File: src/hdl/swv_pkg.sv
// Shared types and codes for the sliding window symbol voter.
// Holds the sequencer states, result event codes and register indexes.
// No dependencies.
`default_nettype none

package swv_pkg;

	localparam int CFG_IDX_W  = 2;
	localparam int CFG_DATA_W = 9;

	typedef enum logic [CFG_IDX_W-1:0] {
		REG_WINDOW_SIZE  = 2'd0,
		REG_MIN_VOTES    = 2'd1,
		REG_MIN_SHARE_Q8 = 2'd2,
		REG_LOST_LIMIT   = 2'd3
	} reg_idx_t;

	typedef enum logic [1:0] {
		EV_NONE    = 2'd0,
		EV_CHANGED = 2'd1,
		EV_LOST    = 2'd2
	} vote_ev_t;

	typedef enum logic [2:0] {
		ST_IDLE,
		ST_CHECK,
		ST_OUTER,
		ST_CUR,
		ST_INNER,
		ST_EVAL,
		ST_DECIDE,
		ST_EMIT
	} swv_state_t;

endpackage

`default_nettype wire

File: src/hdl/swv_ram.sv
// Generic single-port-write, single-port-read RAM with registered read data.
// Parameters set the word width and the depth. No dependencies.
`default_nettype none

module swv_ram #(
	parameter int WIDTH = 16,
	parameter int DEPTH = 16
) (
	input  wire logic                     clk,
	input  wire logic                     we,
	input  wire logic [$clog2(DEPTH)-1:0] waddr,
	input  wire logic [WIDTH-1:0]         wdata,
	input  wire logic [$clog2(DEPTH)-1:0] raddr,
	output logic      [WIDTH-1:0]         rdata
);

	logic [WIDTH-1:0] mem [DEPTH];

	always_ff @(posedge clk) begin
		if (we) begin
			mem[waddr] <= wdata;
		end
		rdata <= mem[raddr];
	end

endmodule

`default_nettype wire

File: src/hdl/sliding_window_symbol_voter.sv
// Sliding window majority voter over per-frame recognition results.
// Clear items and lost symbols skip the vote; a frame's vote is a pairwise count over the
// valid window entries through the single history RAM read port, and output stalls hold the
// result. One item at a time; a result waiting in the output register does not block the
// next item. Reset clears control state and the history valid bits and loads register
// defaults; the history RAM is not cleared.
`default_nettype none

module sliding_window_symbol_voter #(
	parameter int WINDOW_MAX = 16,
	parameter int ID_BITS    = 16
) (
	input  wire logic                           clk,
	input  wire logic                           arst_n,

	input  wire logic                           cfg_valid,
	output logic                                cfg_ready,
	input  wire logic [swv_pkg::CFG_IDX_W-1:0]  cfg_index,
	input  wire logic [swv_pkg::CFG_DATA_W-1:0] cfg_data,

	input  wire logic                           in_valid,
	output logic                                in_stall,
	input  wire logic                           req_type,
	input  wire logic                           frame_valid,
	input  wire logic [15:0]                    symbol_id,

	output logic                                out_valid,
	input  wire logic                           out_stall,
	output logic      [1:0]                     vote_event,
	output logic                                has_stable,
	output logic      [15:0]                    stable_id,
	output logic      [4:0]                     window_fill,
	output logic      [4:0]                     valid_in_window
);

	import swv_pkg::*;

	localparam int IDX_W  = $clog2(WINDOW_MAX);
	localparam int CNT_W  = $clog2(WINDOW_MAX + 1);
	localparam int SUM_W  = CNT_W + 1;
	localparam int PROD_W = CNT_W + 9;
	localparam logic [7:0] WMAX8 = 8'(WINDOW_MAX);

	function automatic logic [IDX_W-1:0] slot_of(input logic [IDX_W-1:0] base,
			input logic [CNT_W-1:0] pos);
		logic [SUM_W-1:0] sum;
		sum = SUM_W'(base) + SUM_W'(pos);
		if (sum >= SUM_W'(WINDOW_MAX)) begin
			sum = sum - SUM_W'(WINDOW_MAX);
		end
		return sum[IDX_W-1:0];
	endfunction

	swv_state_t state_q, state_d;

	logic [4:0]   window_size_q;
	logic [4:0]   min_votes_q;
	logic [8:0]   min_share_q;
	logic [7:0]   lost_limit_q;

	logic [WINDOW_MAX-1:0] hv_q;
	logic [CNT_W-1:0]      count_q;
	logic [IDX_W-1:0]      head_q;
	logic [CNT_W-1:0]      nvalid_q;
	logic [7:0]            run_q;
	logic                  stable_q;
	logic [ID_BITS-1:0]    stable_sym_q;

	logic [CNT_W-1:0]   p_q;
	logic [CNT_W-1:0]   q_q;
	logic [CNT_W-1:0]   c_q;
	logic               seen_q;
	logic [ID_BITS-1:0] cur_q;
	logic               have_q;
	logic [CNT_W-1:0]   best_cnt_q;
	logic [ID_BITS-1:0] best_sym_q;
	vote_ev_t           ev_q;

	logic               live_s1;
	logic [CNT_W-1:0]   pos_s1;
	logic               hv_s1;

	logic               out_valid_q;
	vote_ev_t           out_ev_q;
	logic               out_has_q;
	logic [ID_BITS-1:0] out_sym_q;
	logic [CNT_W-1:0]   out_fill_q;
	logic [CNT_W-1:0]   out_nvalid_q;

	logic               in_acc;
	logic               cfg_acc;
	logic               ram_we;
	logic [IDX_W-1:0]   ram_raddr;
	logic [ID_BITS-1:0] ram_rdata;

	logic [7:0]         ws8, mv8;
	logic [CNT_W-1:0]   eff_w, eff_mv;
	logic [8:0]         eff_share;
	logic [7:0]         eff_limit;
	logic               full;
	logic [IDX_W-1:0]   new_head;
	logic [CNT_W-1:0]   keep_cnt;
	logic [IDX_W-1:0]   wslot;
	logic [31:0]        sym_ext;
	logic [ID_BITS-1:0] sym_in;
	logic [ID_BITS-1:0] sym_wr;
	logic               drop_valid;
	logic [IDX_W-1:0]   p_slot, q_slot;
	logic               lost;
	logic               inner_live;
	logic               inner_done;
	logic               cand_ok;
	logic               emit_ok;
	logic [PROD_W-1:0]  share_lhs, share_rhs;
	logic [31:0]        stable_ext;

	// effective register values
	always_comb begin
		ws8 = 8'(window_size_q);
		if (ws8 == 8'd0) begin
			eff_w = CNT_W'(1);
		end else if (ws8 > WMAX8) begin
			eff_w = CNT_W'(WMAX8);
		end else begin
			eff_w = CNT_W'(ws8);
		end
		mv8 = 8'(min_votes_q);
		if (mv8 == 8'd0) begin
			eff_mv = CNT_W'(1);
		end else if (mv8 > 8'(eff_w)) begin
			eff_mv = eff_w;
		end else begin
			eff_mv = CNT_W'(mv8);
		end
		if (min_share_q == 9'd0) begin
			eff_share = 9'd1;
		end else if (min_share_q > 9'd256) begin
			eff_share = 9'd256;
		end else begin
			eff_share = min_share_q;
		end
		eff_limit = (lost_limit_q == 8'd0) ? 8'd1 : lost_limit_q;
	end

	assign in_acc  = in_valid && !in_stall;
	assign cfg_acc = cfg_valid && cfg_ready;

	assign full       = count_q >= eff_w;
	assign new_head   = full ? slot_of(head_q, CNT_W'(1)) : head_q;
	assign keep_cnt   = full ? eff_w - CNT_W'(1) : count_q;
	assign wslot      = slot_of(new_head, keep_cnt);
	assign sym_ext    = 32'(symbol_id);
	assign sym_in     = sym_ext[ID_BITS-1:0];
	assign sym_wr     = frame_valid ? sym_in : '0;
	assign drop_valid = full && hv_q[head_q];

	assign p_slot     = slot_of(head_q, p_q);
	assign q_slot     = slot_of(head_q, q_q);
	assign lost       = stable_q && (run_q >= eff_limit);
	assign inner_live = q_q < count_q;
	assign inner_done = !inner_live && !live_s1;

	assign share_lhs = PROD_W'({c_q, 8'd0});
	assign share_rhs = PROD_W'(eff_share) * PROD_W'(nvalid_q);
	assign cand_ok   = !seen_q && (c_q >= eff_mv) && (share_lhs >= share_rhs)
		&& (!have_q || c_q > best_cnt_q);
	assign emit_ok   = !out_valid_q || !out_stall;

	swv_ram #(
		.WIDTH(ID_BITS),
		.DEPTH(WINDOW_MAX)
	) u_hist (
		.clk  (clk),
		.we   (ram_we),
		.waddr(wslot),
		.wdata(sym_wr),
		.raddr(ram_raddr),
		.rdata(ram_rdata)
	);

	// next state
	always_comb begin
		state_d = state_q;
		unique case (state_q)
			ST_IDLE: begin
				if (in_acc) begin
					state_d = req_type ? ST_EMIT : ST_CHECK;
				end
			end
			ST_CHECK: begin
				state_d = lost ? ST_EMIT : ST_OUTER;
			end
			ST_OUTER: begin
				if (hv_q[p_slot]) begin
					state_d = ST_CUR;
				end else if (p_q == '0) begin
					state_d = ST_DECIDE;
				end
			end
			ST_CUR: begin
				state_d = ST_INNER;
			end
			ST_INNER: begin
				if (inner_done) begin
					state_d = ST_EVAL;
				end
			end
			ST_EVAL: begin
				state_d = (p_q == '0) ? ST_DECIDE : ST_OUTER;
			end
			ST_DECIDE: begin
				state_d = ST_EMIT;
			end
			ST_EMIT: begin
				if (emit_ok) begin
					state_d = ST_IDLE;
				end
			end
			default: begin
				state_d = ST_IDLE;
			end
		endcase
	end

	// control outputs; a register write takes the idle cycle ahead of an item
	always_comb begin
		in_stall  = (state_q != ST_IDLE) || cfg_valid;
		cfg_ready = (state_q == ST_IDLE);
		ram_we    = in_acc && !req_type;
		ram_raddr = (state_q == ST_INNER) ? q_slot : p_slot;
	end

	always_ff @(posedge clk or negedge arst_n) begin
		if (!arst_n) begin
			state_q       <= ST_IDLE;
			window_size_q <= 5'd16;
			min_votes_q   <= 5'd3;
			min_share_q   <= 9'd128;
			lost_limit_q  <= 8'd5;
			hv_q          <= '0;
			count_q       <= '0;
			head_q        <= '0;
			nvalid_q      <= '0;
			run_q         <= '0;
			stable_q      <= 1'b0;
			stable_sym_q  <= '0;
			have_q        <= 1'b0;
			live_s1       <= 1'b0;
			ev_q          <= EV_NONE;
			out_valid_q   <= 1'b0;
		end else begin
			state_q <= state_d;

			if (state_q == ST_EMIT && emit_ok) begin
				out_valid_q <= 1'b1;
			end else if (!out_stall) begin
				out_valid_q <= 1'b0;
			end

			unique case (state_q)
				ST_IDLE: begin
					if (in_acc && req_type) begin
						hv_q         <= '0;
						count_q      <= '0;
						head_q       <= '0;
						nvalid_q     <= '0;
						run_q        <= '0;
						stable_q     <= 1'b0;
						stable_sym_q <= '0;
						ev_q         <= EV_NONE;
					end else if (in_acc) begin
						hv_q[wslot] <= frame_valid;
						head_q      <= new_head;
						count_q     <= keep_cnt + CNT_W'(1);
						nvalid_q    <= nvalid_q - CNT_W'(drop_valid) + CNT_W'(frame_valid);
						if (frame_valid) begin
							run_q <= '0;
						end else if (run_q != 8'hff) begin
							run_q <= run_q + 8'd1;
						end
					end
					if (cfg_acc) begin
						unique case (reg_idx_t'(cfg_index))
							REG_WINDOW_SIZE: begin
								window_size_q <= cfg_data[4:0];
								hv_q          <= '0;
								count_q       <= '0;
								head_q        <= '0;
								nvalid_q      <= '0;
							end
							REG_MIN_VOTES:    min_votes_q  <= cfg_data[4:0];
							REG_MIN_SHARE_Q8: min_share_q  <= cfg_data[8:0];
							REG_LOST_LIMIT:   lost_limit_q <= cfg_data[7:0];
							default: ;
						endcase
					end
				end
				ST_CHECK: begin
					have_q <= 1'b0;
					p_q    <= count_q - CNT_W'(1);
					if (lost) begin
						hv_q         <= '0;
						count_q      <= '0;
						head_q       <= '0;
						nvalid_q     <= '0;
						run_q        <= '0;
						stable_q     <= 1'b0;
						stable_sym_q <= '0;
						ev_q         <= EV_LOST;
					end else begin
						ev_q <= EV_NONE;
					end
				end
				ST_OUTER: begin
					if (!hv_q[p_slot] && p_q != '0) begin
						p_q <= p_q - CNT_W'(1);
					end
				end
				ST_CUR: begin
					cur_q   <= ram_rdata;
					q_q     <= '0;
					c_q     <= '0;
					seen_q  <= 1'b0;
					live_s1 <= 1'b0;
				end
				ST_INNER: begin
					if (inner_live) begin
						q_q <= q_q + CNT_W'(1);
					end
					live_s1 <= inner_live;
					pos_s1  <= q_q;
					hv_s1   <= hv_q[q_slot];
					if (live_s1 && hv_s1 && ram_rdata == cur_q) begin
						c_q <= c_q + CNT_W'(1);
						if (pos_s1 > p_q) begin
							seen_q <= 1'b1;
						end
					end
				end
				ST_EVAL: begin
					if (cand_ok) begin
						have_q     <= 1'b1;
						best_cnt_q <= c_q;
						best_sym_q <= cur_q;
					end
					if (p_q != '0) begin
						p_q <= p_q - CNT_W'(1);
					end
				end
				ST_DECIDE: begin
					if (have_q && (!stable_q || stable_sym_q != best_sym_q)) begin
						stable_q     <= 1'b1;
						stable_sym_q <= best_sym_q;
						ev_q         <= EV_CHANGED;
					end
				end
				ST_EMIT: begin
					if (emit_ok) begin
						out_ev_q     <= ev_q;
						out_has_q    <= stable_q;
						out_sym_q    <= stable_q ? stable_sym_q : '0;
						out_fill_q   <= count_q;
						out_nvalid_q <= nvalid_q;
					end
				end
				default: ;
			endcase
		end
	end

	assign stable_ext      = 32'(out_sym_q);
	assign out_valid       = out_valid_q;
	assign vote_event      = out_ev_q;
	assign has_stable      = out_has_q;
	assign stable_id       = stable_ext[15:0];
	assign window_fill     = 5'(out_fill_q);
	assign valid_in_window = 5'(out_nvalid_q);

	a_nvalid_le_fill: assert property (@(posedge clk) disable iff (!arst_n)
		nvalid_q <= count_q)
		else $error("valid count exceeds window fill");

	a_fill_le_max: assert property (@(posedge clk) disable iff (!arst_n)
		count_q <= CNT_W'(WINDOW_MAX))
		else $error("window fill exceeds window depth");

	a_out_from_emit: assert property (@(posedge clk) disable iff (!arst_n)
		$rose(out_valid_q) |-> $past(state_q == ST_EMIT))
		else $error("result loaded outside emit state");

	a_no_stable_zero: assert property (@(posedge clk) disable iff (!arst_n)
		(out_valid_q && !out_has_q) |-> (out_sym_q == '0))
		else $error("stable id nonzero with no stable symbol");

endmodule

`default_nettype wire

File: config.mk
export PLATFORM = sky130hd
export DESIGN_NAME = sliding_window_symbol_voter
export DESIGN_NICKNAME = d
export VERILOG_FILES = /design/src/hdl/swv_pkg.sv /design/src/hdl/swv_ram.sv /design/src/hdl/sliding_window_symbol_voter.sv
export SDC_FILE = /design/constraint.sdc
export NUM_CORES = 1
export LEC_CHECK = 0
export BUFFER_PORTS_ARGS = -buffer_cell sky130_fd_sc_hd__buf_2
export CORE_MARGIN = 1.5
export CORE_UTILIZATION = 36
export CTS_CLUSTER_SIZE = 20
export DETAILED_ROUTE_END_ITERATION = 8
export PLACE_DENSITY = 0.56
export SLEW_MARGIN = 20
export SYNTH_ARGS = -nofsm -noshare
export SYNTH_HDL_FRONTEND = slang
export SYNTH_HIERARCHICAL = 1
export SYNTH_SLANG_ARGS = --single-unit
File: constraint.sdc
create_clock -name clk -period 7.6 [get_ports clk]
set_input_delay 0.76 -clock clk [delete_from_list [all_inputs] [get_ports clk]]
set_output_delay 0.76 -clock clk [all_outputs]
set_load 0.02 [all_outputs]
==> results.toml, run 1 <==
[status]
status = "complete, no violations"

[detailed_routing]
via_count = 13480
drt_wl_total_um = 52080
wire_per_inst_um = 21.03
drt-initial-drc-count = 969
first_pass_iters = 7
antenna_left = 0
drc = 0
viasPerCell = 5.443

[place]
place_area_um2 = 23330
dp_hpwl_um = 34900
gp_congestion = 0.8354
port_buffers = 65

[logic_synthesis]
syn_area_um2 = 22050
synth_flop_cell = "edfxtp_1"
syn_area_per_cell_um2 = 13.98
synth-seq-cells = 450
ys_types = 92
ys_seq_area_frac = 0.5856
yosys_warnings = 6
synth_edf_count = 344
syn_inst = 1577
synthArstFlopShare = 0.2000
synth_nets = 1721

[final_layout]
syn2layout_area_growth_pct = 12.74
finalInstanceArea_um2 = 24850
layout-drive-gt1-share = 0.1818
fill_cells = 5546
fin_nets = 1800
diodes = 0

[power_and_ir_drop]
clkPwrFrac = 0.203
p_seq_frac = 0.303
switchingPower_w = 0.004911
ir_drop_v = 0.0003361
power_density_nw_per_um2 = 449.7
switching_share = 0.4394
combinationalPowerShare = 0.495
internal-power_w = 0.006265
power_leakage_nw = 9.179

[global_route]
grt_overflow = 0
first_global_vias = 13910
grt_max_degree = 68
grt_util_all_layers = 0.1706
grt_first_pass_wirelength_um = 82600
antenna_found_initial = 4

[setup_path]
crit_path_start_kind = "flop"
worst-r2r-cell-count = 20
cp_max_fo = 21
path_cells = "or4_1 -> o22ai_1 -> nand2_1 -> fa_1 -> fa_1 -> fa_1 -> inv_1 -> ha_1 -> a211oi_1 -> o21ai_0 -> a31oi_1 -> o21ai_0 -> xnor2_1 -> ha_1 -> nand4b_1 -> a2111oi_0 -> a31oi_1 -> nor4_1 -> and2_1 -> buf_4"
cp_num_buf_inv = 2
critical_path_required_ns = 7.87
crit_path_end_kind = "flop"
cpPeakStageDelay_ns = 0.54
crit_family = "compound AO/OA/AOI/OAI gates"
cp_slowest_cell = "fa_1"
arrival_ns = 7.01
path_common_cell = "fa_1"
cp_num_cells = 20
crit_type = "flop to flop"

[die]
initial_utilization = 0.3646
die_h_um = 250.5
num_rows = 90
dieArea_um2 = 62730
coreArea_um2 = 60470
die_w_um = 250.5
pin_count = 66

[clocking]
post_cts_buffers = 0
cts_sinks = 450
clk_latency_ns = 0.61
cts_tree = "done"
htreeDepth = 2
ctsHoldBuffers = 0
clk_pin_slew_worst_paths_ns = 0.07
clockRootBuffer = "clkbuf_16"
cts-resized-gates = 0
ctsLongestPathBuffers = 3
numCtsBuffers = 48

[worst_hold_path]
hold_class = "primary input to asynchronous set/reset pin"

[sta]
tightest_slew_ns = 1.063
slew_headroom = 0.2906
hold_viol = 0
final-setup-viol-count = 0
period_share = 0.8866
rsz0062_at_grt = "no"
layout_min_cycle_time_ns = 6.738
fin_skew_ns = 0.04053
fin_hold_ws_ns = 0.08636
finalMaxSlewViolations = 0
max_freq_ghz = 0.1484
tns_ns = 0

[run]
cap_violations = 0
[final timing paths]
check,from,to,slack (ns)
worst max-delay path,min_share_q[8],best_sym_q[7],0.86
worst min register to register,u_hist/rdata[2],cur_q[2],0.44
worst min-delay path,arst_n,state_q[0],0.09
max in group asynchronous,arst_n,window_size_q[0],6.22
worst max register to register,min_share_q[8],best_sym_q[7],0.86
min in group clk,cfg_data[8],min_share_q[8],0.38
[layer usage]
metal  part of all wire  GRT usage
met3              0.046    0.02982
met2               0.48     0.2836
met4              0.025    0.05247
met5                  0          0
met1               0.45     0.2278
[worst register-to-register path: stages (launching register included)]
cell	delay, ns
dfrtp_1	0.53
or4_1	0.46
o22ai_1	0.41
nand2_1	0.16
fa_1	0.52
fa_1	0.52
fa_1	0.54
inv_1	0.04
ha_1	0.22
a211oi_1	0.42
o21ai_0	0.19
a31oi_1	0.40
o21ai_0	0.17
xnor2_1	0.16
ha_1	0.30
nand4b_1	0.11
a2111oi_0	0.34
a31oi_1	0.17
nor4_1	0.27
and2_1	0.18
buf_4	0.27
[placed cells by master, fill, tap and decap left out, types with 24 or more instances in the layout]
cell | Yosys | final
ha_1 | 85 | 85
a21oi_1 | 49 | 48
xnor2_1 | 24 | 24
o21ai_0 | 38 | 37
o211ai_1 | 28 | 28
xor2_1 | 37 | 37
edfxtp_1 | 344 | 344
mux4_2 | 68 | 68
nand3_1 | 33 | 33
clkbuf_16 | 0 | 48
buf_4 | 4 | 31
a22oi_1 | 32 | 32
nor2_1 | 60 | 47
buf_2 | 11 | 64
nand2_1 | 96 | 94
fa_1 | 25 | 25
dfrtp_1 | 84 | 84
and2_1 | 72 | 72
inv_1 | 92 | 92
[cell type report]
class                           count  area, um^2  share of cell area
Sequential cell                   450       12910              0.5194
Multi-Input combinational cell    968        8539              0.3436
Clock buffer                       59        1252             0.05039
Tap cell                          782       978.4             0.03937
Timing Repair Buffer               95       553.0             0.02225
Inverter                           93       351.6             0.01415
Clock inverter                     29       269.0             0.01082
[kinds of logic after synthesis]
kind of cell | count (synthesis) | share of synthesized area
xor+xnor | 64 | 0.02645
compound gates | 304 | 0.09904
flops | 450 | 0.5856
simple gates | 381 | 0.09086
buf+inv | 159 | 0.03053
mux | 109 | 0.09660
fa+ha+maj | 110 | 0.07094
[stage by stage]
step                      instances  power (W)  utilization  setup slack [ns]
after floorplan                1577   0.007291            -             1.571
after global placement         2388   0.008829       0.3857             1.017
after detailed placement       2388   0.008938       0.3858            0.8637
after CTS                      2476    0.01124       0.4110            0.8073
after global routing           2476    0.01194       0.4110            0.1936
final                          2476    0.01118       0.4110            0.8617
[sequential cells by signal (all words and copies together), names as in the netlist, 8 cells and up]
signal and count:
lost_limit_q 8, best_sym_q 16, hv_q 16, cur_q 16, min_share_q 9, run_q 8, u_hist/mem 256, stable_sym_q 16
stable_id 16, u_hist/rdata 16
[Yosys cell counts, drive strengths merged (5+ instances only)]
library cell / count / share of area
nor2: 61 / 0.010
o2bb2ai: 5 / 0.0020
dfstp: 6 / 0.0072
nand2: 97 / 0.017
nor4: 17 / 0.0048
mux2: 20 / 0.010
a22o: 23 / 0.0091
nor2b: 15 / 0.0043
and2: 72 / 0.020
a221oi: 8 / 0.0032
dfrtp: 84 / 0.095
dfxtp: 16 / 0.015
o211ai: 29 / 0.010
o31ai: 7 / 0.0024
a31oi: 15 / 0.0043
o22ai: 5 / 0.0014
o21ai: 46 / 0.011
xor2: 39 / 0.016
nor3: 24 / 0.0064
or4: 5 / 0.0020
fa: 25 / 0.023
mux2i: 11 / 0.0050
xnor2: 25 / 0.010
inv: 93 / 0.016
a2111oi: 10 / 0.0051
or2: 6 / 0.0017
ha: 85 / 0.048
buf: 25 / 0.0076
a22oi: 32 / 0.011
and3: 9 / 0.0026
nand4: 6 / 0.0020
a21o: 13 / 0.0044
edfxtp: 344 / 0.47
a21oi: 50 / 0.012
mux4: 78 / 0.081
nand2b: 16 / 0.0045
nand3: 34 / 0.0079
a211oi: 11 / 0.0040
clkbuf: 41 / 0.0070
a21boi: 5 / 0.0017
o21a: 10 / 0.0034
[power by group through the flow]
stage	clock network (W)	logic, W	registers, W
after floorplan	0	0.00399	0.00330
after global placement	0	0.00541	0.00342
after detailed placement	0	0.00550	0.00344
after CTS	0.00233	0.00552	0.00339
after global routing	0.00243	0.00607	0.00344
final	0.00227	0.00553	0.00338
Power figures use the tool's default switching activity.
==> inputs of run 2 (changes only) <==
--- a/config.mk
+++ b/config.mk
@@ -10,7 +10,7 @@
 export CORE_UTILIZATION = 36
 export CTS_CLUSTER_SIZE = 20
 export DETAILED_ROUTE_END_ITERATION = 8
-export PLACE_DENSITY = 0.56
+export PLACE_DENSITY = 0.58
 export SLEW_MARGIN = 20
 export SYNTH_ARGS = -nofsm -noshare
 export SYNTH_HDL_FRONTEND = slang
==> constraint.sdc (replaced) <==
create_clock -name clk -period 5.9 [get_ports clk]
set_input_delay 0.59 -clock clk [delete_from_list [all_inputs] [get_ports clk]]
set_output_delay 0.59 -clock clk [all_outputs]
set_load 0.02 [all_outputs]
==> run 2 against run 1 <==
Compared with the run above: sequential share of layout area fell by 0.85 points; highest routed layer unchanged; die area did not move; count of clock-buffer cells in the layout rose by 4; final area rose by 1.7%; critical path depth rose by 2; first-iteration DRC count fell by 0.72%; maximum frequency rose by 17%.
==> results.toml, run 2 (synthesized netlist as in run 1, its figures left out) <==
[global_route]
grt_first_pass_wirelength_um = 79830
first_global_vias = 13700
grt_util_all_layers = 0.1643
antenna_found_initial = 3
grt_max_degree = 68
grt_overflow = 0

[sta]
finalMaxSlewViolations = 0
layout_min_cycle_time_ns = 5.766
slew_headroom = 0.3067
period_share = 0.9772
tightest_slew_ns = 1.036
fin_skew_ns = 0.03293
rsz0062_at_grt = "yes"
max_freq_ghz = 0.1734
final-setup-viol-count = 0
hold_viol = 0
fin_hold_ws_ns = 0.2229

[power_and_ir_drop]
power_density_nw_per_um2 = 572.0
power_leakage_nw = 9.323
ir_drop_v = 0.0004109

[clocking]
htreeDepth = 2
clockRootBuffer = "clkbuf_16"
numCtsBuffers = 46
ctsLongestPathBuffers = 3
cts_tree = "done"
clk_pin_slew_worst_paths_ns = 0.07
cts_sinks = 450
clk_latency_ns = 0.60

[final_layout]
fin_nets = 1825
fin_cells = 2499
syn2layout_area_growth_pct = 14.61
layout-drive-gt1-share = 0.2068
final_util = 0.4179
final_cell_mix = "edfxtp_1 (344), nand2_1 (94), inv_1 (91), dfrtp_1 (84), ha_1 (83)"
final_common_cell = "edfxtp_1"
top_register = "u_hist/mem"
largest_reg_flops = 256
diodes = 0
fill_cells = 5366

[status]
status = "complete, no violations"

[die]
pin_count = 66
initial_utilization = 0.3646
die_w_um = 250.5
dieArea_um2 = 62730
die_h_um = 250.5
num_rows = 90
coreArea_um2 = 60470

[detailed_routing]
antenna_left = 0
via_count = 13410
drt-initial-drc-count = 962
wire_per_inst_um = 20.49
first_pass_iters = 7
drt_wl_total_um = 51190
drc = 0
viasPerCell = 5.365

[setup_path]
crit_path_start_kind = "flop"
arrival_ns = 6.06
path_common_cell = "fa_1"
crit_type = "flop to flop"
crit_path_end_kind = "flop"
cp_slowest_cell = "or4_4"
cp_max_fo = 5
worst-r2r-cell-count = 22
path_cells = "or4_4 -> o22ai_4 -> nand2_1 -> fa_1 -> fa_1 -> fa_1 -> inv_2 -> ha_4 -> nand3_4 -> a21boi_2 -> o21ai_2 -> a21oi_2 -> buf_4 -> xnor2_2 -> ha_1 -> nand4b_1 -> a2111oi_4 -> a31oi_1 -> nor4_1 -> buf_4 -> and2_4 -> clkbuf_16"
rrSetupSlack_ns = 0.13
critical_path_required_ns = 6.20
cpPeakStageDelay_ns = 0.56
reg2reg_from = "min_share_q[8]"
rr_endpoint = "best_sym_q[0]"

[worst_hold_path]
worstHoldPathCells = 2
min_to = "min_share_q[8]"
hp-start = "cfg_data[8]"
hold_class = "primary input to flop"

[place]
dp_hpwl_um = 34260
gp_congestion = 0.8387
port_buffers = 65
dp.cells = 2410

[run]
cap_violations = 0
## run 2: cell types whose count changed in the layout (fill, tap and decap cells not counted), moves of 3 or more
cell,delta
nor2b_4,+6
a21oi_2,+3
buf_4,+21
a21oi_1,-3
o21ai_2,+3
o21ai_0,-4
nor2b_1,-6
clkinv_2,-5
clkbuf_1,+5
## run 2: worst max-delay path by stage
stage	startpoint	endpoint	slack [ns]	depth (start not counted)
global placement	min_share_q[4]	best_sym_q[13]	-0.07	22
global route	min_share_q[8]	best_sym_q[0]	-0.13	23
CTS	min_share_q[4]	best_sym_q[9]	0.02	22
floorplan	window_size_q[4]	u_hist/mem[0][0]	0.02	17
finish	min_share_q[8]	best_sym_q[0]	0.13	22
detailed placement	min_share_q[4]	best_sym_q[13]	-0.23	22
## run 2: timing repair
| item | 4_1_cts | 5_1_grt |
|---|---|---|
| endpoints found under the hold margin | 24 | 0 |
| setup buffers | 0 | 3 |
| hold buffers | 1 | 0 |
| resized for setup | 8 | 41 |
| setup endpoints to repair | 21 | 21 |
| pin swaps | 2 | 18 |
| gates cloned | 0 | 2 |
## run 2: worst max-delay path: cells and delay by family, from the launching register on
| kind | cells | cell delay [ns] |
|---|---|---|
| compound gates | 6 | 1.06 |
| xor+xnor | 1 | 0.05 |
| fa+ha+maj | 5 | 2.10 |
| buf+inv | 4 | 0.51 |
| flops | 1 | 0.40 |
| simple gates | 6 | 1.35 |
## run 2: cell type report
type / instances / area (um^2) / share of cell area
Sequential cell: 450 / 12910 / 0.5109
Clock inverter: 21 / 215.2 / 0.008517
Clock buffer: 63 / 1257 / 0.04976
Inverter: 93 / 351.6 / 0.01391
Tap cell: 782 / 978.4 / 0.03872
Multi-Input combinational cell: 968 / 8743 / 0.3460
Timing Repair Buffer: 122 / 812.0 / 0.03214
## run 2: per-layer routing
layer  share of wire  wire [um]  vias to the layer above  global-route usage
met2            0.49      24960                      360              0.2729
met4           0.025       1265                        0             0.04883
li1                -          -                     6245                   -
met3           0.049       2503                       75             0.02473
met1            0.44      22460                     6727              0.2231
met5               0          0                        -                   0
## run 2: where the power goes
| group | total (W) | switching [W] | internal (W) |
|---|---|---|---|
| Clock | 0.00283 | 0.00123 | 0.00160 |
| Sequential | 0.00432 | 0.000390 | 0.00393 |
| Combinational | 0.00730 | 0.00466 | 0.00264 |
| Total | 0.0145 | 0.00628 | 0.00817 |
## run 2: through the flow
step	total power, W	worst slack, ns	setup TNS [ns]	cell area, um^2
after floorplan	0.009392	0.02290	0	22050
after global placement	0.01145	-0.07373	-1.515	23510
after detailed placement	0.01156	-0.2273	-4.739	23510
after CTS	0.01446	0.01798	0	25020
after global routing	0.01541	-0.1264	-2.379	25270
final	0.01445	0.1344	0	25270
